### config.mk
export PLATFORM = sky130hd
export DESIGN_NAME = orgb_queue
export DESIGN_NICKNAME = d
export VERILOG_FILES = /design/src/sv/orgb_pkg.sv /design/src/sv/orgb_queue.sv
export SDC_FILE = /design/constraint.sdc
export NUM_CORES = 1
export LEC_CHECK = 0
export BUFFER_PORTS_ARGS = -buffer_cell sky130_fd_sc_hd__clkbuf_2
export CAP_MARGIN = 20
export CORE_AREA = 2 2 128 68
export CTS_BUF_LIST = sky130_fd_sc_hd__clkbuf_2
export DETAILED_ROUTE_END_ITERATION = 12
export DIE_AREA = 0 0 130 70
export PLACE_DENSITY_LB_ADDON = 0.25
export SYNTH_ARGS = -nofsm -noshare
export SYNTH_HDL_FRONTEND = slang
export SYNTH_SLANG_ARGS = --single-unit
### constraint.sdc
create_clock -name clk -period 4.1 [get_ports clk]
set_clock_uncertainty 0.2 [all_clocks]
set_input_delay 0.82 -clock clk [delete_from_list [all_inputs] [get_ports clk]]
set_output_delay 0.82 -clock clk [all_outputs]
set_load 0.1 [all_outputs]
### src/sv/orgb_pkg.sv
// shared constants, types and tables for the rgb to orgb converter
package orgb_pkg;

  // fixed-point setup
  localparam int FRAC_BITS     = 12;
  localparam int CORDIC_STAGES = 14;
  localparam int GUARD         = 4;
  localparam int CH_W          = 12;

  // matrix coefficients, round half up
  localparam int K_R   = (2990 * (1 << FRAC_BITS) + 5000) / 10000;
  localparam int K_G   = (5870 * (1 << FRAC_BITS) + 5000) / 10000;
  localparam int K_B   = (1140 * (1 << FRAC_BITS) + 5000) / 10000;
  localparam int K_866 = (8660 * (1 << FRAC_BITS) + 5000) / 10000;

  // widths
  localparam int PW   = CH_W + FRAC_BITS + 1;      // luma product
  localparam int SW   = PW + 2;                    // luma sum
  localparam int DW   = CH_W + 2;                  // channel difference, signed
  localparam int P2W  = DW + FRAC_BITS + 1;        // c2 product, signed
  localparam int C2W  = P2W + GUARD;               // c2 product with guard bits
  localparam int CW   = CH_W + GUARD + 2;          // chroma, signed
  localparam int XW   = CW + 4;                    // cordic vector, signed
  localparam int ZW   = 37;                        // binary angle, signed
  localparam int GW   = 31;                        // gain constant, signed
  localparam int MW   = XW + GW;                   // gain product
  localparam int OW   = 14;                        // chroma output

  localparam logic signed [ZW-1:0] HALF_TURN   = ZW'(64'sd1 <<< 31);
  localparam logic signed [ZW-1:0] EIGHTH_TURN = ZW'(64'sd1 <<< 29);
  localparam logic signed [ZW-1:0] FULL_TURN   = ZW'(64'sd1 <<< 32);
  localparam logic signed [GW-1:0] GAIN_INV    = GW'(652032874);
  localparam int                   MSHIFT      = 30 + GUARD;
  localparam logic signed [OW-1:0] SAT_HI      = OW'(4096);
  localparam logic signed [OW-1:0] SAT_LO      = -OW'(4096);

  // one word between front and back
  typedef struct packed {
    logic [CH_W-1:0]      luma;
    logic signed [CW-1:0] c1;
    logic signed [CW-1:0] c2;
  } orgb_item_t;

  // arctangent table, full turn is 2^32
  function automatic logic signed [ZW-1:0] atan_at(input logic [4:0] idx);
    logic signed [ZW-1:0] v;
    unique case (idx)
      5'd0:  v = ZW'(536870912);
      5'd1:  v = ZW'(316933406);
      5'd2:  v = ZW'(167458907);
      5'd3:  v = ZW'(85004756);
      5'd4:  v = ZW'(42667331);
      5'd5:  v = ZW'(21354465);
      5'd6:  v = ZW'(10679838);
      5'd7:  v = ZW'(5340245);
      5'd8:  v = ZW'(2670163);
      5'd9:  v = ZW'(1335087);
      5'd10: v = ZW'(667544);
      5'd11: v = ZW'(333772);
      5'd12: v = ZW'(166886);
      5'd13: v = ZW'(83443);
      5'd14: v = ZW'(41722);
      5'd15: v = ZW'(20861);
      5'd16: v = ZW'(10430);
      5'd17: v = ZW'(5215);
      5'd18: v = ZW'(2608);
      5'd19: v = ZW'(1304);
      default: v = '0;
    endcase
    return v;
  endfunction

endpackage

### src/sv/orgb_queue.sv
// two-word queue between front and back
module orgb_queue (
  input  logic                  clk,
  input  logic                  rst_n,
  input  logic                  push,
  input  orgb_pkg::orgb_item_t  push_item,
  output logic                  full,
  input  logic                  pop,
  output logic                  not_empty,
  output orgb_pkg::orgb_item_t  head
);

  orgb_pkg::orgb_item_t mem_r [0:1];
  logic                 wp_r, rp_r;
  logic [1:0]           cnt_r;

  assign full      = (cnt_r == 2'd2);
  assign not_empty = (cnt_r != 2'd0);
  assign head      = mem_r[rp_r];

  // pointers and fill count
  always_ff @(posedge clk) begin
    if (!rst_n) begin
      wp_r  <= 1'b0;
      rp_r  <= 1'b0;
      cnt_r <= 2'd0;
    end else begin
      if (push) wp_r <= ~wp_r;
      if (pop && not_empty) rp_r <= ~rp_r;
      cnt_r <= cnt_r + 2'(push) - 2'(pop && not_empty);
    end
  end

  // storage
  always_ff @(posedge clk) begin
    if (push) mem_r[wp_r] <= push_item;
  end

endmodule

# Word-level counts from Yosys, hierarchy flattened
# Memories as Yosys holds them, arrays and structs flattened. A register that Yosys moved wholly into a read port is not among the register bits.
# Cells that the tools add are included.
# word_totals
latch_bits	0
ff_bits	4
ramBits	96
word_cells	15
romBits	0
output_inout_bits	50
in_bits	52
memories	1
# classes
mux	4
add_sub_neg	2
bitwise_logic	2
n_div	0
n_lt_le_gt_ge	0
shift	0
n_reduce_logical	2
n_eq_ne	1
n_mul	0
# mem_list
name	depth	width	rd	rd_clocked_by_memory_dff	write_ports	line	text
mem_r	2	48	1	1	1	orgb_queue.sv:13	orgb_pkg::orgb_item_t mem_r [0:1];
# ops
operator	count
$mux 1	4
$add 2x1->2	1
$eq 2x2->1 const B	1
$not 1->1	2
$reduce_bool 2->1	1
$sub 2x1->2	1
$logic_and 1x1->1	1

# Depth between registers and ports, before layout
# depth
word_depth	4
depth_mapped	6

# Worst setup path before layout
# Ideal clock, no wire load.
# synth_path
path_type	input to register
from	in push
to	mem mem_r[0][0] (netlist bit) (enable)
slack_ps	458
path_buffers	0
path_stages	1
arrival_ps	2982
t_required_ps	3440
path_cell_list	nor2b_1
# synth_between
elab_chain_len	2
# synth_lines
item	line	text
from (decl)	orgb_queue.sv:5	input logic push,
$mux 1	orgb_queue.sv:36	if (push) mem_r[wp_r] <= push_item;
$mux 1 (implied by the code)	orgb_queue.sv:36	
to (decl)	orgb_queue.sv:13	
# No other way between the ends.

==> flow_metrics.tcl <==
set metrics [dict create \
    drt_iter0_drc 142 \
    wire_per_inst_um 15.9 \
    diodes 0 \
    die_y_um 70 \
    grt_pass1_wl_um 9880 \
    cp_max_fo 26 \
    cts_repair_resize_count 0 \
    fp.dieW_um 130 \
    leakage_nw 1.80 \
    start_kind "register" \
    die_area_um2 9100 \
    vdd_ir_drop_max_mv 0.349 \
    areaGrowthSynthToFinish_pct 21.5 \
    postCtsSetupBuffers 0 \
    finalSetupViolCount 0 \
    syn-mean-instance-area_um2 22.0 \
    cts_buffer_depth 2 \
    fin_nets 337 \
    synth_warnings 0 \
    powerDensity_nw_per_um2 672 \
    ant_nets 0 \
    fill_cells 676 \
    rows 24 \
    start_util 0.462 \
    port_buffers 101 \
    hold_viol_final 0 \
    vias 1884 \
    layout_commonest_cell "clkbuf_2" \
    finalSetupTns_ns 0 \
    numCtsBuffers 9 \
    layout_common_cells "112 x clkbuf_2, 96 x edfxtp_1, 28 x mux2_2" \
    synth.cell_area_um2 3790 \
    finalWorstSetupSlack_ns 0.725 \
    drv_cap 0 \
    cp.arrival_ns 2.36 \
    grt_overflow 0 \
    antenna_found_initial 0 \
    layout_min_cycle_time_ns 3.38 \
    io-pin-count 102 \
    rsz0062_at_grt "false" \
    status "complete, no violations" \
    path_clk_slew_ns 0.24 \
    place_ws_ns 1.28 \
    max_freq_mhz 296 \
    ys_seq_area_frac 0.788 \
    netlist_instances 172 \
    cts_root_buffer "clkbuf_2" \
    coreArea_um2 8200 \
    track_usage 0.150 \
    routabilityCongestion 0.721 \
    synthDistinctLibCells 16 \
    cts_max_level 3 \
    cts_sinks 101 \
    routed_wirelength_um 6420 \
    drc 0 \
    slew_headroom 0.501 \
    crit_type "reg2out" \
    synth_nets 226 \
    worstPathRequired_ns 3.08 \
    dpl.hpwl_um 4350 \
    grt_pass1_vias 1907 \
    worstMarginPinSlew_ns 0.747 \
    layout-drive-gt1-share 0.597 \
    ys_ff_latch 101 \
    slew_violations 0 \
    first_pass_iters 4 \
    worst_hold_path_type "in2reg" \
    vias_per_cell 4.65 \
    clk_latency_ns 0.50 \
    cts_tree "yes" \
    finalCritPeriodShare 0.823 \
    holdBufCountCts 0 \
    cp-end-kind "output pin" \
    grt_start_max_net_pins 32 \
]
## through the flow
| step | util | total power, mW | instance area [µm²] | cells | hold slack (ns) |
|---|---|---|---|---|---|
| finish | 0.561 | 3.09 | 4600 | 405 | 0.260 |
| global placement | 0.542 | 2.55 | 4450 | 389 | 0.260 |
| detailed placement | 0.542 | 2.56 | 4450 | 389 | 0.268 |
| global route | 0.561 | 3.20 | 4600 | 405 | 0.161 |
| CTS | 0.561 | 3.13 | 4600 | 405 | 0.190 |
| floorplan | - | 2.39 | 3790 | 172 | 0.252 |
## registers in the layout (all words and copies together), names as in the netlist, named ones only
name and count:
mem_r 96, rp_r 1, cnt_r 2, wp_r 1
## worst max-delay path, stage by stage, from the launching register on
cell	delay [ns]
dfxtp_2	0.79
buf_12	0.29
mux2_2	0.37
clkbuf_2	0.37
## power breakdown
group          internal, mW  switching (mW)
clock                 0.265           0.301
sequential             1.20          0.0507
combinational         0.285           0.991
## logic make-up (layout without fill, tap and decap cells)
| logic type | after synthesis | count (layout) | share of synthesized area |
|---|---|---|---|
| DFF | 101 | 101 | 0.788 |
| buffers and inverters | 7 | 123 | 0.0135 |
| muxes | 50 | 50 | 0.168 |
| adders and majority gates | 2 | 2 | 0.00661 |
| AOI/OAI and AO/OA | 2 | 2 | 0.00396 |
| and+or+nand+nor | 9 | 9 | 0.0142 |
| xor gates and xnor gates | 1 | 1 | 0.00595 |
## layout make-up
| type | count | area [µm²] | share of cell area |
|---|---|---|---|
| clock buffers | 11 | 55.1 | 0.0120 |
| multi-input cells | 64 | 761 | 0.165 |
| well taps | 117 | 146 | 0.0318 |
| clock inverters | 5 | 98.8 | 0.0215 |
| inverters | 2 | 7.51 | 0.00163 |
| flip-flops and latches | 101 | 2980 | 0.649 |
| repair buffers | 105 | 548 | 0.119 |
## routing by layer
metal / routed length [µm] / vias to the layer above / GRT usage
li1: - / 892 / -
met1: 3060 / 921 / 0.212
met2: 2790 / 64 / 0.208
met3: 495 / 7 / 0.0628
met4: 77 / 0 / 0.0538
met5: 0 / - / 0
## synthesized netlist by cell type (all sizes together)
cell | number | area (µm²)
and2 | 2 | 12.5
mux2 | 48 | 616
or2 | 1 | 6.26
inv | 2 | 7.51
dfxtp | 5 | 100
nor2b | 4 | 25.0
nand2 | 1 | 3.75
edfxtp | 96 | 2880
mux2i | 2 | 20.0
ha | 2 | 25.0
buf | 5 | 43.8
o21a | 2 | 15.0
xnor3 | 1 | 22.5
nand2b | 1 | 6.26
## final timing paths
kind	endpoint	slack [ns]	cells past startpoint	from
worst max-delay path	head[14]	0.72	3	register
worst min-delay path	mem_r[0][22]	0.26	1	push_item[22]
worst min register to register	register	0.30	2	rp_r
worst max register to register	mem_r[1][26]	2.21	2	wp_r
No activity file was read; power rests on OpenSTA's default activity.
