File: src/sv/orgb_pkg.sv
// shared constants, types and tables for the rgb to orgb converter
package orgb_pkg;

  // fixed-point setup
  localparam int FRAC_BITS     = 12;
  localparam int CORDIC_STAGES = 14;
  localparam int GUARD         = 4;
  localparam int CH_W          = 12;

  // matrix coefficients, round half up
  localparam int K_R   = (2990 * (1 << FRAC_BITS) + 5000) / 10000;
  localparam int K_G   = (5870 * (1 << FRAC_BITS) + 5000) / 10000;
  localparam int K_B   = (1140 * (1 << FRAC_BITS) + 5000) / 10000;
  localparam int K_866 = (8660 * (1 << FRAC_BITS) + 5000) / 10000;

  // widths
  localparam int PW   = CH_W + FRAC_BITS + 1;      // luma product
  localparam int SW   = PW + 2;                    // luma sum
  localparam int DW   = CH_W + 2;                  // channel difference, signed
  localparam int P2W  = DW + FRAC_BITS + 1;        // c2 product, signed
  localparam int C2W  = P2W + GUARD;               // c2 product with guard bits
  localparam int CW   = CH_W + GUARD + 2;          // chroma, signed
  localparam int XW   = CW + 4;                    // cordic vector, signed
  localparam int ZW   = 37;                        // binary angle, signed
  localparam int GW   = 31;                        // gain constant, signed
  localparam int MW   = XW + GW;                   // gain product
  localparam int OW   = 14;                        // chroma output

  localparam logic signed [ZW-1:0] HALF_TURN   = ZW'(64'sd1 <<< 31);
  localparam logic signed [ZW-1:0] EIGHTH_TURN = ZW'(64'sd1 <<< 29);
  localparam logic signed [ZW-1:0] FULL_TURN   = ZW'(64'sd1 <<< 32);
  localparam logic signed [GW-1:0] GAIN_INV    = GW'(652032874);
  localparam int                   MSHIFT      = 30 + GUARD;
  localparam logic signed [OW-1:0] SAT_HI      = OW'(4096);
  localparam logic signed [OW-1:0] SAT_LO      = -OW'(4096);

  // one word between front and back
  typedef struct packed {
    logic [CH_W-1:0]      luma;
    logic signed [CW-1:0] c1;
    logic signed [CW-1:0] c2;
  } orgb_item_t;

  // arctangent table, full turn is 2^32
  function automatic logic signed [ZW-1:0] atan_at(input logic [4:0] idx);
    logic signed [ZW-1:0] v;
    unique case (idx)
      5'd0:  v = ZW'(536870912);
      5'd1:  v = ZW'(316933406);
      5'd2:  v = ZW'(167458907);
      5'd3:  v = ZW'(85004756);
      5'd4:  v = ZW'(42667331);
      5'd5:  v = ZW'(21354465);
      5'd6:  v = ZW'(10679838);
      5'd7:  v = ZW'(5340245);
      5'd8:  v = ZW'(2670163);
      5'd9:  v = ZW'(1335087);
      5'd10: v = ZW'(667544);
      5'd11: v = ZW'(333772);
      5'd12: v = ZW'(166886);
      5'd13: v = ZW'(83443);
      5'd14: v = ZW'(41722);
      5'd15: v = ZW'(20861);
      5'd16: v = ZW'(10430);
      5'd17: v = ZW'(5215);
      5'd18: v = ZW'(2608);
      5'd19: v = ZW'(1304);
      default: v = '0;
    endcase
    return v;
  endfunction

endpackage

File: src/sv/orgb_front.sv
// front end: matrix products, luma and opponent chroma
module orgb_front (
  input  logic                         clk,
  input  logic                         rst_n,
  input  logic                         in_valid,
  output logic                         in_ready,
  input  logic [orgb_pkg::CH_W-1:0]    red,
  input  logic [orgb_pkg::CH_W-1:0]    green,
  input  logic [orgb_pkg::CH_W-1:0]    blue,
  input  logic                         q_full,
  output logic                         push,
  output orgb_pkg::orgb_item_t         item
);

  logic                                 en;
  logic                                 s1_v_r, s2_v_r;
  logic [orgb_pkg::PW-1:0]              pr_r, pg_r, pb_r;
  logic signed [orgb_pkg::P2W-1:0]      p866_r;
  logic signed [orgb_pkg::DW-1:0]       craw_r;
  logic [orgb_pkg::SW-1:0]              sum;
  logic signed [orgb_pkg::DW-1:0]       dif;
  logic signed [orgb_pkg::C2W-1:0]      c2w;
  orgb_pkg::orgb_item_t                 item_r;

  // whole front stalls together
  assign en       = !s2_v_r || !q_full;
  assign in_ready = en;
  assign push     = s2_v_r && en;
  assign item     = item_r;

  assign dif = orgb_pkg::DW'($signed({1'b0, red})) - orgb_pkg::DW'($signed({1'b0, green}));

  // valid bits
  always_ff @(posedge clk) begin
    if (!rst_n) begin
      s1_v_r <= 1'b0;
      s2_v_r <= 1'b0;
    end else if (en) begin
      s1_v_r <= in_valid;
      s2_v_r <= s1_v_r;
    end
  end

  // stage 1: products
  always_ff @(posedge clk) begin
    if (en) begin
      pr_r   <= orgb_pkg::PW'(red)   * orgb_pkg::PW'(orgb_pkg::K_R);
      pg_r   <= orgb_pkg::PW'(green) * orgb_pkg::PW'(orgb_pkg::K_G);
      pb_r   <= orgb_pkg::PW'(blue)  * orgb_pkg::PW'(orgb_pkg::K_B);
      p866_r <= orgb_pkg::P2W'(dif) * orgb_pkg::P2W'(orgb_pkg::K_866);
      craw_r <= orgb_pkg::DW'(red) + orgb_pkg::DW'(green)
                - orgb_pkg::DW'({blue, 1'b0});
    end
  end

  // stage 2: rounding and saturation
  assign sum = orgb_pkg::SW'(pr_r) + orgb_pkg::SW'(pg_r) + orgb_pkg::SW'(pb_r)
               + orgb_pkg::SW'(1 << (orgb_pkg::FRAC_BITS - 1));
  assign c2w = (orgb_pkg::C2W'(p866_r) <<< orgb_pkg::GUARD)
               + orgb_pkg::C2W'(1 << (orgb_pkg::FRAC_BITS - 1));

  always_ff @(posedge clk) begin
    if (en) begin
      if ((sum >> orgb_pkg::FRAC_BITS) > orgb_pkg::SW'(4095))
        item_r.luma <= '1;
      else
        item_r.luma <= orgb_pkg::CH_W'(sum >> orgb_pkg::FRAC_BITS);
      item_r.c1 <= orgb_pkg::CW'(craw_r) <<< (orgb_pkg::GUARD - 1);
      item_r.c2 <= orgb_pkg::CW'(c2w >>> orgb_pkg::FRAC_BITS);
    end
  end

endmodule

File: config.mk
export PLATFORM = sky130hd
export DESIGN_NAME = orgb_front
export DESIGN_NICKNAME = d
export VERILOG_FILES = /design/src/sv/orgb_pkg.sv /design/src/sv/orgb_front.sv
export SDC_FILE = /design/constraint.sdc
export NUM_CORES = 1
export LEC_CHECK = 0
export BUFFER_PORTS_ARGS = -buffer_cell sky130_fd_sc_hd__buf_2
export CORE_AREA = 2 2 212 214
export CTS_BUF_LIST = sky130_fd_sc_hd__clkbuf_4
export CTS_CLUSTER_DIAMETER = 200
export DETAILED_ROUTE_END_ITERATION = 8
export DIE_AREA = 0 0 214 216
export HOLD_SLACK_MARGIN = 0.05
export PLACE_DENSITY = 0.57
export SYNTH_ARGS = -nofsm -noshare
export SYNTH_HDL_FRONTEND = slang
export SYNTH_SLANG_ARGS = --single-unit
File: constraint.sdc
create_clock -name clk -period 8.4 [get_ports clk]
set_input_delay 0.42 -clock clk [delete_from_list [all_inputs] [get_ports clk]]
set_output_delay 0.42 -clock clk [all_outputs]
set_load 0.1 [all_outputs]
Word-level counts from Yosys, hierarchy flattened. Cells that the tools add are included.

Add/subtract/negate cells: 7. Reduce and logical (&&, ||, !) cells: 4. Order comparisons: 1. Multipliers: 4.

Operators with widths (count): adder 30 x 13 -> 30 bit (second input constant) (1); adder 26 x 12 -> 27 bit (second input constant) (1); adder 25 x 21 -> 26 bit (1); multiplier 13 x 13 -> 26 bit (second input constant) (1); adder 23 x 24 -> 25 bit (1); multiplier 12 x 11 -> 23 bit (second input constant) (1); multiplier 12 x 10 -> 22 bit (second input constant) (1); multiplier 12 x 9 -> 21 bit (second input constant) (1); > comparator 15 x 12 -> 1 bit (second input constant) (1); subtractor 13 x 13 -> 14 bit (1); adder 12 x 12 -> 13 bit (1); subtractor 12 x 12 -> 13 bit (1); logical NOT 1 bit (2); logical AND 1 bit (1); logical OR 1 bit (1).

Register bits after elaboration: 152. Output and inout port bits: 50. Logic and storage cells: 26. Input port bits: 40.

Depth between registers and ports, before layout. Gate-level depths: netlist of the first run.

Depth in word-level cells: 4. Gate-level depth with buffers: 32. Depth with buffers taken out: 32.

Least setup slack after synthesis of the first run. Ideal clock, no wire load.

Path kind: input to register. Start: input red[0] (netlist bit). End: register p866_r[25] (netlist name). Stages on the path: 30. Path slack: 1.315 ns. Path buffers: 0. Arrival time: 6.821 ns. Cells stage by stage: inv_1 > ha_1 > fa_1 > nand2b_1 > a21boi_0 > o21ai_1 > a211oi_1 > o21a_1 > nor2_1 > nor2_1 > o31a_1 > inv_1 > ha_1 > xor2_1 > xnor2_1 > fa_1 > fa_1 > inv_1 > fa_1 > inv_1 > ha_1 > a21o_1 > a21o_1 > a211o_1 > a21oi_1 > o211a_1 > o211ai_1 > a21o_1 > a21oi_1 > xor2_1.

Word-level cells in the longest chain between the ends: 2.

Ends and longest elaborated chain: start: declaration (line orgb_front.sv:7) `input logic [orgb_pkg::CH_W-1:0] red,`; subtractor 12 x 12 -> 13 bit (line orgb_front.sv:31) `assign dif = orgb_pkg::DW'($signed({1'b0, red})) - orgb_pkg::DW'($signed({1'b0, green}));`; multiplier 13 x 13 -> 26 bit (line orgb_front.sv:50) `p866_r <= orgb_pkg::P2W'(dif) * orgb_pkg::P2W'(orgb_pkg::K_866);`.

No other way between the ends. A chain may end at the register's enable or synchronous reset.

Worst setup path after layout of the first run.
Start: input red[0] (netlist bit). End: register p866_r[25] (netlist name).

Word-level cells in the longest chain between the ends: 2.

Ends and longest elaborated chain (line): subtractor 12 x 12 -> 13 bit (orgb_front.sv:31); multiplier 13 x 13 -> 26 bit (orgb_front.sv:50).

No other way between the ends.

==> results_dict.tcl, run 1 <==
set metrics [dict create \
    vias 11300 \
    dr.first_iter.drc_count 362 \
    cts_root_buffer "sky130_fd_sc_hd__clkbuf_4" \
    achievable-frequency_mhz 129 \
    antenna_violating_nets_post_route 0 \
    synth.avg_cell_area_um2 10.8 \
    synth_largest_type_area_fraction_pct 26.0 \
    numPortBuffers 86 \
    footprint_of_the_multi_input_gates_um2 11700 \
    synth_sequential_area_ratio_pct 24.8 \
    tightest_slew_ns 1.03 \
    timing.critical_path.slowest_cell_delay_ns 0.54 \
    wl_per_cell_um 15.5 \
    post-route-period-util_pct 92.0 \
    whs_path_depth 1 \
    first_global_vias 12000 \
    final_cell_area_um2 19000 \
    synth_largest_area_cell "sky130_fd_sc_hd__ha_1" \
    final.setup.tns_ns 0 \
    post_dp_cell_area_um2 18700 \
    detailedPlacementHpwl_um 31400 \
    postSynthRegisterBits 145 \
    clk_latency_ns 0.64 \
    synth-warning-count 0 \
    critPathRequiredTime_ns 8.80 \
    die_h_um 216 \
    layout.filler_cells 4208 \
    final_cells 2347 \
    totalWireLength_um 36500 \
    end_kind "register" \
    cap_viol_max_count 0 \
    finalWeightedCongestion 0.846 \
    finalSetupViolations 0 \
    critPathBufInv 5 \
    initial_core_util_pct 39.9 \
    via_per_inst 4.80 \
    io_pins 90 \
    synth.area.top_cells "sky130_fd_sc_hd__ha_1 26%, sky130_fd_sc_hd__edfxtp_1 25%, sky130_fd_sc_hd__fa_1 21%" \
    floorplan.die.width_um 214 \
    asyncSetResetFlopFracSynth_pct 0 \
    number_of_enable_flip_flop_cells_after_synthesis 143 \
    htree_levels 4 \
    rsz0062_at_grt "false" \
    crit_slowest_cell "sky130_fd_sc_hd__dlygate4sd3_1" \
    synth_flop_cell "sky130_fd_sc_hd__edfxtp_1" \
    cts_buffer_depth 2 \
    worstSetupPathDepth 31 \
    critPathTopFamily "compound AO/OA/AOI/OAI gates" \
    timing.slew.headroom_pct 31.6 \
    route.detailed.drc 0 \
    synth_cell_types 61 \
    floorplan.rows 77 \
    gr-total-overflow 0 \
    cts-buffers-inserted 17 \
    final_net_count 2323 \
    finalHoldViolCount 0 \
    timing.reg2reg.worst_path_depth 12 \
    clk_pin_slew_worst_setup_hold_paths_ns 0.13 \
    grt_first_pass_wirelength_um 60100 \
    antenna_violations_before_repair 6 \
    hp_class "input port to register" \
    area.growth.synth_to_final_pct 8.90 \
    placeableCoreArea_um2 43800 \
    cts_post_setup_buffers_inserted 0 \
    worst-path-max-fanout 6 \
    finalMaxSlewViolations 0 \
    final.setup_skew_ns 0.0160 \
    count_of_mapped_cells_out_of_synthesis 1625 \
    grt.total_usage_pct 16.6 \
    grt_start_max_net_pins 79 \
    layout-drive-gt1-share_pct 8.50 \
    detail_route.first_pass.iterations 5 \
    timing_worst_setup_path_type "input port to register" \
    place_inst 2308 \
    critical_path.startpoint_type "input port" \
    syn-cell-area_um2 17500 \
    tritoncts "done" \
    fp.dieArea_um2 46200 \
    run_status "finished clean" \
    sequential_cell_area_um2 4330 \
    final.min_clock_period_ns 7.73 \
    cts_num_sinks 145 \
    cp.arrival_ns 8.13 \
]
worst reg2reg max path: stages (launching register included):
cell,delay [ns]
sky130_fd_sc_hd__edfxtp_1,0.48
sky130_fd_sc_hd__fa_1,0.49
sky130_fd_sc_hd__ha_1,0.31
sky130_fd_sc_hd__ha_1,0.33
sky130_fd_sc_hd__a2111oi_2,0.35
sky130_fd_sc_hd__o21a_1,0.23
sky130_fd_sc_hd__or3_1,0.14
sky130_fd_sc_hd__o21ai_2,0.11
sky130_fd_sc_hd__o311a_1,0.33
sky130_fd_sc_hd__o21a_1,0.23
sky130_fd_sc_hd__a21bo_2,0.26
sky130_fd_sc_hd__a31oi_4,0.37
sky130_fd_sc_hd__o21ai_0,0.16
state kept, by name, summed over array words and instances (netlist names):
| signal | flops |
|---|---|
| pg_r | 22 |
| p866_r | 19 |
| pr_r | 23 |
| pb_r | 21 |
| s2_v_r | 1 |
| item | 44 |
| craw_r | 14 |
| s1_v_r | 1 |
synth_stat cells (all sizes together) (3+ instances only):
cell type and n:
or4 3, nand4 9, nor2b 13, a21oi 56, or3 4, o21bai 8, a31o 4, a31oi 9
fa 180, o2111ai 4, or2 6, o21ai 36, inv 376, a211o 3, a21o 24, and2 6
a21boi 7, a211oi 5, o21a 17, nand2 46, nand3 20, o211ai 3, xnor2 78, and3 13
xor2 42, nor2 71, ha 363, nor3 24, nor4 6, o311a 4, buf 5, nand2b 12
edfxtp 143
kinds of logic after synthesis:
family          count (synthesis)  share of synthesized area [%]
compound gates                198                           7.67
xor+xnor                      120                           6.02
fa+ha+maj                     543                           46.6
buf+inv                       383                           8.36
flops                         145                           24.8
mux                             1                         0.0645
other cells                     1                         0.0215
simple gates                  234                           6.44
layout by cell type (no fill, tap or decap), drive strengths merged, types with 12 or more instances in the layout:
master,Yosys,layout
nand2b,12,12
nand2,46,46
edfxtp,143,143
o21a,17,17
nor2,71,71
buf,5,96
clkbuf,2,17
a21oi,56,56
xor2,42,42
xnor2,78,78
fa,180,180
nor2b,13,13
nand3,20,20
and3,13,13
inv,376,379
a21o,24,24
ha,363,363
o21ai,36,36
nor3,24,24
per-layer routing:
| metal | part of all wire (%) | wire length (um) | GRT usage (%) |
|---|---|---|---|
| met5 | 0.15 | 53 | 0 |
| met4 | 1.8 | 650 | 4.80 |
| met3 | 2.7 | 1000 | 3.04 |
| met2 | 50 | 18200 | 29.5 |
| met1 | 46 | 16600 | 20.7 |
through the flow:
stage / utilization (%) / setup WS [ns] / hold slack, ns
final: 43.4 / 0.669 / 0.123
after detailed placement: 42.6 / 0.564 / 0.405
after global routing: 43.4 / 0.165 / 0.0554
after floorplan: - / 1.32 / 0.400
after CTS: 43.4 / 0.685 / 0.0533
after global placement: 42.6 / 0.684 / 0.405
area by class of cell:
type,instances,area share (%)
clock inverters,14,0.829
well taps,592,3.89
flip-flops and latches,145,22.8
inverters,376,7.42
multi-input cells,1099,61.4
diodes,3,0.0395
repair buffers,101,2.92
clock buffers,17,0.671
path summary, 6_finish.rpt:
check | endpoint | startpoint | slack (ns)
min | pr_r[2]$_DFFE_PP_ | red[2] | 0.12
max | p866_r[25]$_DFFE_PP_ | red[0] | 0.67
max reg2reg | item[36]$_SDFFCE_PN1P_ | pg_r[4]$_DFFE_PP_ | 4.36
min reg2reg | item[28]$_DFFE_PP_ | craw_r[7]$_DFFE_PP_ | 0.43
repair_timing:
action,in CTS,in global routing
hold endpoints to repair,3,0
gates resized for setup,0,0
hold buffers,5,0
Power of run 1 is not shown: default switching activity piles up to over one toggle a cycle in this logic, so the estimate is an artifact.
==> run 2, diff against run 1 <==
--- a/config.mk
+++ b/config.mk
@@ -7,7 +7,7 @@
 export LEC_CHECK = 0
 export BUFFER_PORTS_ARGS = -buffer_cell sky130_fd_sc_hd__buf_2
 export CORE_AREA = 2 2 212 214
-export CTS_BUF_LIST = sky130_fd_sc_hd__clkbuf_4
+export CTS_BUF_LIST = sky130_fd_sc_hd__clkbuf_2 sky130_fd_sc_hd__clkbuf_4 sky130_fd_sc_hd__clkbuf_8
 export CTS_CLUSTER_DIAMETER = 200
 export DETAILED_ROUTE_END_ITERATION = 8
 export DIE_AREA = 0 0 214 216
==> run 2 against run 1 <==
- sequential share of layout area fell by 0.061 points
- count of clock-buffer cells in the layout did not move
- first-iteration DRC count rose by 8.0%
- global-route usage barely moved
- utilization rose by 0.12 points
- highest routed layer unchanged
- critical path type unchanged
- clock skew fell by 0.0037 ns
==> results_dict.tcl, run 2 (synthesis gave the netlist of run 1 again) <==
set metrics [dict create \
    final.setup.tns_ns 0 \
    hp_class "input port to register" \
    rsz0062_at_grt "false" \
    sequential_cell_area_um2 4330 \
    detailedPlacementHpwl_um 31400 \
    final.min_clock_period_ns 7.32 \
    worst-path-max-fanout 6 \
    wl_met2_um 18000 \
    critical_path.startpoint_type "input port" \
    clk_pin_slew_worst_setup_hold_paths_ns 0.08 \
    detail_route.first_pass.iterations 5 \
    timing.critical_path.slowest_cell_delay_ns 0.53 \
    timing_worst_setup_path_type "input port to register" \
    crit_slowest_cell "sky130_fd_sc_hd__fa_1" \
    post-route-period-util_pct 87.2 \
    timing.slew.headroom_pct 32.3 \
    layout_commonest_cell "sky130_fd_sc_hd__inv_1" \
    cp.arrival_ns 7.56 \
    footprint_of_the_multi_input_gates_um2 11700 \
    cts-buffers-inserted 17 \
    run_status "finished clean" \
    antenna_violating_nets_post_route 0 \
    wl_per_cell_um 15.6 \
    drt-met1-wl_um 16300 \
    floorplan.rows 77 \
    place_inst 2308 \
    achievable-frequency_mhz 137 \
    via_per_inst 4.81 \
    antenna_violations_before_repair 5 \
    layout.cells.most_common_list "376 x sky130_fd_sc_hd__inv_1, 363 x sky130_fd_sc_hd__ha_1, 180 x sky130_fd_sc_hd__fa_1, 143 x sky130_fd_sc_hd__edfxtp_1, 86 x sky130_fd_sc_hd__buf_2" \
    dr.first_iter.drc_count 391 \
    route.met3.wl_um 1290 \
    cts_num_sinks 145 \
    final_net_count 2318 \
    tightest_slew_ns 1.02 \
    final_cells 2340 \
    final.setup_skew_ns 0.0123 \
    initial_core_util_pct 39.9 \
    tritoncts "done" \
    post_cts_resize_count 0 \
    cts_post_setup_buffers_inserted 0 \
    floorplan.die.width_um 214 \
    die_h_um 216 \
    finalWeightedCongestion 0.846 \
    cts_buffer_depth 2 \
    final_util_pct 43.5 \
    top_layer "met5" \
    numPortBuffers 86 \
    cts_root_buffer "sky130_fd_sc_hd__clkbuf_8" \
    cap_viol_max_count 0 \
    area.growth.synth_to_final_pct 9.20 \
    totalWireLength_um 36400 \
    fp.dieArea_um2 46200 \
    post_dp_cell_area_um2 18700 \
    clk_latency_ns 0.49 \
    end_kind "register" \
    finalSetupViolations 0 \
    grt_first_pass_wirelength_um 59900 \
    post_cts_hold_buffer_count 0 \
    largest_register_ffs 44 \
    first_global_vias 12000 \
    gr-total-overflow 0 \
    critPathRequiredTime_ns 8.64 \
    layout.filler_cells 4197 \
    layout-drive-gt1-share_pct 8.53 \
    htree_levels 4 \
    placeableCoreArea_um2 43800 \
    vias 11200 \
    io_pins 90 \
    route.detailed.drc 0 \
    finalHoldViolCount 0 \
    grt_start_max_net_pins 79 \
    finalMaxSlewViolations 0 \
    grt.total_usage_pct 16.6 \
    final_cell_area_um2 19100 \
]
[run 2: changes by cell type in the layout (fill, tap and decap cells not counted), sizes merged]
| cell | delta |
|---|---|
| dlygate4sd3 | -5 |
| diode | -2 |
[run 2: cell type report]
cell class / instances / area share (%)
antenna: 1 / 0.0131
clock buffer: 17 / 1.23
clock inverter: 14 / 0.826
inverter: 376 / 7.40
multi-input combinational: 1099 / 61.3
sequential: 145 / 22.7
tap: 592 / 3.88
timing repair buffer: 96 / 2.65
[run 2: routing by layer]
metal / vias up / GRT usage (%)
met5: - / 0
met3: 43 / 3.24
met2: 118 / 29.2
met1: 5466 / 20.5
met4: 8 / 5.36
li1: 5612 / -
[run 2: critical path: cells and delay by family]
family                     cells  cell delay, ns
AOI/OAI and AO/OA             13            2.96
adders and majority gates      8            2.89
and+or+nand+nor                2            0.27
xor gates and xnor gates       3            0.69
buffers and inverters          4            0.33
[run 2: worst paths after layout]
| check | to | cells past startpoint | slack, ns | from |
|---|---|---|---|---|
| worst max-delay path | p866_r[25]$_DFFE_PP_ | 30 | 1.08 | red[0] |
| worst min-delay path | s2_v_r$_SDFFE_PN0P_ | 2 | 0.16 | rst_n |
| worst max register to register | item[36]$_SDFFCE_PN1P_ | 12 | 4.36 | pg_r[4]$_DFFE_PP_ |
| worst min register to register | item[26]$_DFFE_PP_ | 0 | 0.42 | craw_r[5]$_DFFE_PP_ |
[run 2: through the flow]
step	hold slack, ns	setup slack, ns
2_1_floorplan	0.400	1.32
3_3_place_gp	0.405	0.684
3_5_place_dp	0.405	0.564
4_1_cts	0.0998	1.09
5_1_grt	0.121	0.571
6_report	0.158	1.08
Power of run 2 is left out for the same reason.
==> run 3, diff against run 2 <==
--- a/config.mk
+++ b/config.mk
@@ -7,7 +7,7 @@
 export LEC_CHECK = 0
 export BUFFER_PORTS_ARGS = -buffer_cell sky130_fd_sc_hd__buf_2
 export CORE_AREA = 2 2 212 214
-export CTS_BUF_LIST = sky130_fd_sc_hd__clkbuf_2 sky130_fd_sc_hd__clkbuf_4 sky130_fd_sc_hd__clkbuf_8
+export CTS_BUF_LIST = sky130_fd_sc_hd__clkbuf_16
 export CTS_CLUSTER_DIAMETER = 200
 export DETAILED_ROUTE_END_ITERATION = 8
 export DIE_AREA = 0 0 214 216
==> run 3 against run 2 <==
- die area unchanged
- final cell count about the same
- sequential share of layout area decreased by 0.22 points
- clock skew shrank 0.0036 ns
- non-clock buffer count did not move
- register-to-register slack is essentially flat
- largest cell class unchanged
==> results_dict.tcl, run 3 (synthesis gave the netlist of run 1 again) <==
set metrics [dict create \
    run_status "finished clean" \
    die_h_um 216 \
    post_cts_resize_count 0 \
    final.setup_skew_ns 0.00865 \
    cts_num_sinks 145 \
    post-route-period-util_pct 87.6 \
    largest_register_ffs 44 \
    numPortBuffers 86 \
    grt_start_max_net_pins 79 \
    critPathTopFamily "compound AO/OA/AOI/OAI gates" \
    footprint_of_the_multi_input_gates_um2 11700 \
    area.growth.synth_to_final_pct 10.3 \
    final.min_clock_period_ns 7.36 \
    achievable-frequency_mhz 136 \
    finalWeightedCongestion 0.846 \
    worst-path-max-fanout 6 \
    vias 11300 \
    clk_latency_ns 0.46 \
    end_kind "register" \
    clk_pin_slew_worst_setup_hold_paths_ns 0.06 \
    fp.dieArea_um2 46200 \
    detail_route.first_pass.iterations 5 \
    timing_worst_setup_path_type "input port to register" \
    post_cts_hold_buffer_count 0 \
    critPathRequiredTime_ns 8.61 \
    io_pins 90 \
    grt.total_usage_pct 16.8 \
    layout.filler_cells 4165 \
    tightest_slew_ns 1.03 \
    diodes 0 \
    finalSetupViolations 0 \
    crit_slowest_cell "sky130_fd_sc_hd__fa_1" \
    timing.slew.headroom_pct 31.5 \
    first_global_vias 12000 \
    antenna_violations_before_repair 4 \
    cts_root_buffer "sky130_fd_sc_hd__clkbuf_16" \
    layout-drive-gt1-share_pct 8.53 \
    totalWireLength_um 36500 \
    initial_core_util_pct 39.9 \
    layout.cells.most_common_list "376 x sky130_fd_sc_hd__inv_1, 363 x sky130_fd_sc_hd__ha_1, 180 x sky130_fd_sc_hd__fa_1, 143 x sky130_fd_sc_hd__edfxtp_1, 86 x sky130_fd_sc_hd__buf_2" \
    floorplan.die.width_um 214 \
    rsz0062_at_grt "false" \
    final.setup.tns_ns 0 \
    cts_buffer_depth 2 \
    timing.critical_path.slowest_cell_delay_ns 0.53 \
    grt_first_pass_wirelength_um 60200 \
    floorplan.rows 77 \
    antenna_violating_nets_post_route 0 \
    finalMaxSlewViolations 0 \
    route.detailed.drc 0 \
    dr.first_iter.drc_count 341 \
    cp.arrival_ns 7.57 \
    cts_post_setup_buffers_inserted 0 \
    final_net_count 2318 \
    hp_class "input port to register" \
    layout_commonest_cell "sky130_fd_sc_hd__inv_1" \
    cts-buffers-inserted 17 \
    reg2reg_setup_slack_ns 4.35 \
    finalHoldViolCount 0 \
    detailedPlacementHpwl_um 31400 \
    wl_per_cell_um 15.6 \
    gr-total-overflow 0 \
    placeableCoreArea_um2 43800 \
    sequential_cell_area_um2 4330 \
    tritoncts "done" \
    htree_levels 4 \
    cap_viol_max_count 0 \
    critPathBufInv 4 \
    critical_path.startpoint_type "input port" \
    via_per_inst 4.82 \
]
run 3: stage by stage:
step / util (%) / worst slack (ns) / area, um2 / hold WS [ns] / cells
after floorplan: - / 1.32 / 17500 / 0.400 / 1627
after global placement: 42.6 / 0.684 / 18700 / 0.405 / 2308
after detailed placement: 42.6 / 0.564 / 18700 / 0.405 / 2308
after CTS: 44.0 / 1.03 / 19300 / 0.154 / 2339
after global routing: 44.0 / 0.515 / 19300 / 0.172 / 2339
final: 44.0 / 1.04 / 19300 / 0.189 / 2339
run 3: per-layer routing:
metal | vias to the layer above | GRT usage (%) | routed length [um]
li1 | 5617 | - | -
met1 | 5472 | 20.7 | 16400
met2 | 124 | 29.5 | 18100
met3 | 51 | 3.13 | 1200
met4 | 8 | 5.43 | 728
met5 | - | 0 | 53
run 3: path summary, 6_finish.rpt:
kind | from | end | cells after the start
max reg2reg | pg_r[4]$_DFFE_PP_ | item[36]$_SDFFCE_PN1P_ | 12
min | rst_n | s2_v_r$_SDFFE_PN0P_ | 2
max | red[0] | p866_r[25]$_DFFE_PP_ | 30
min reg2reg | craw_r[5]$_DFFE_PP_ | item[26]$_DFFE_PP_ | 0
run 3: cell type report:
class,count,share of cell area [%]
Clock buffer,17,2.21
Tap cell,592,3.84
Sequential cell,145,22.5
Inverter,376,7.33
Clock inverter,14,0.818
Timing Repair Buffer,96,2.62
Multi-Input combinational cell,1099,60.7
run 3: worst reg2reg max path: stages, from the launching register on:
cell and delay [ns]:
sky130_fd_sc_hd__edfxtp_1 0.46, sky130_fd_sc_hd__fa_1 0.49, sky130_fd_sc_hd__ha_1 0.31, sky130_fd_sc_hd__ha_1 0.33, sky130_fd_sc_hd__a2111oi_2 0.35, sky130_fd_sc_hd__o21a_1 0.24, sky130_fd_sc_hd__or3_1 0.15, sky130_fd_sc_hd__o21ai_2 0.11
sky130_fd_sc_hd__o311a_1 0.33, sky130_fd_sc_hd__o21a_1 0.23, sky130_fd_sc_hd__a21bo_2 0.26, sky130_fd_sc_hd__a31oi_4 0.37, sky130_fd_sc_hd__o21ai_0 0.16
Power of run 3 is left out for the same reason.
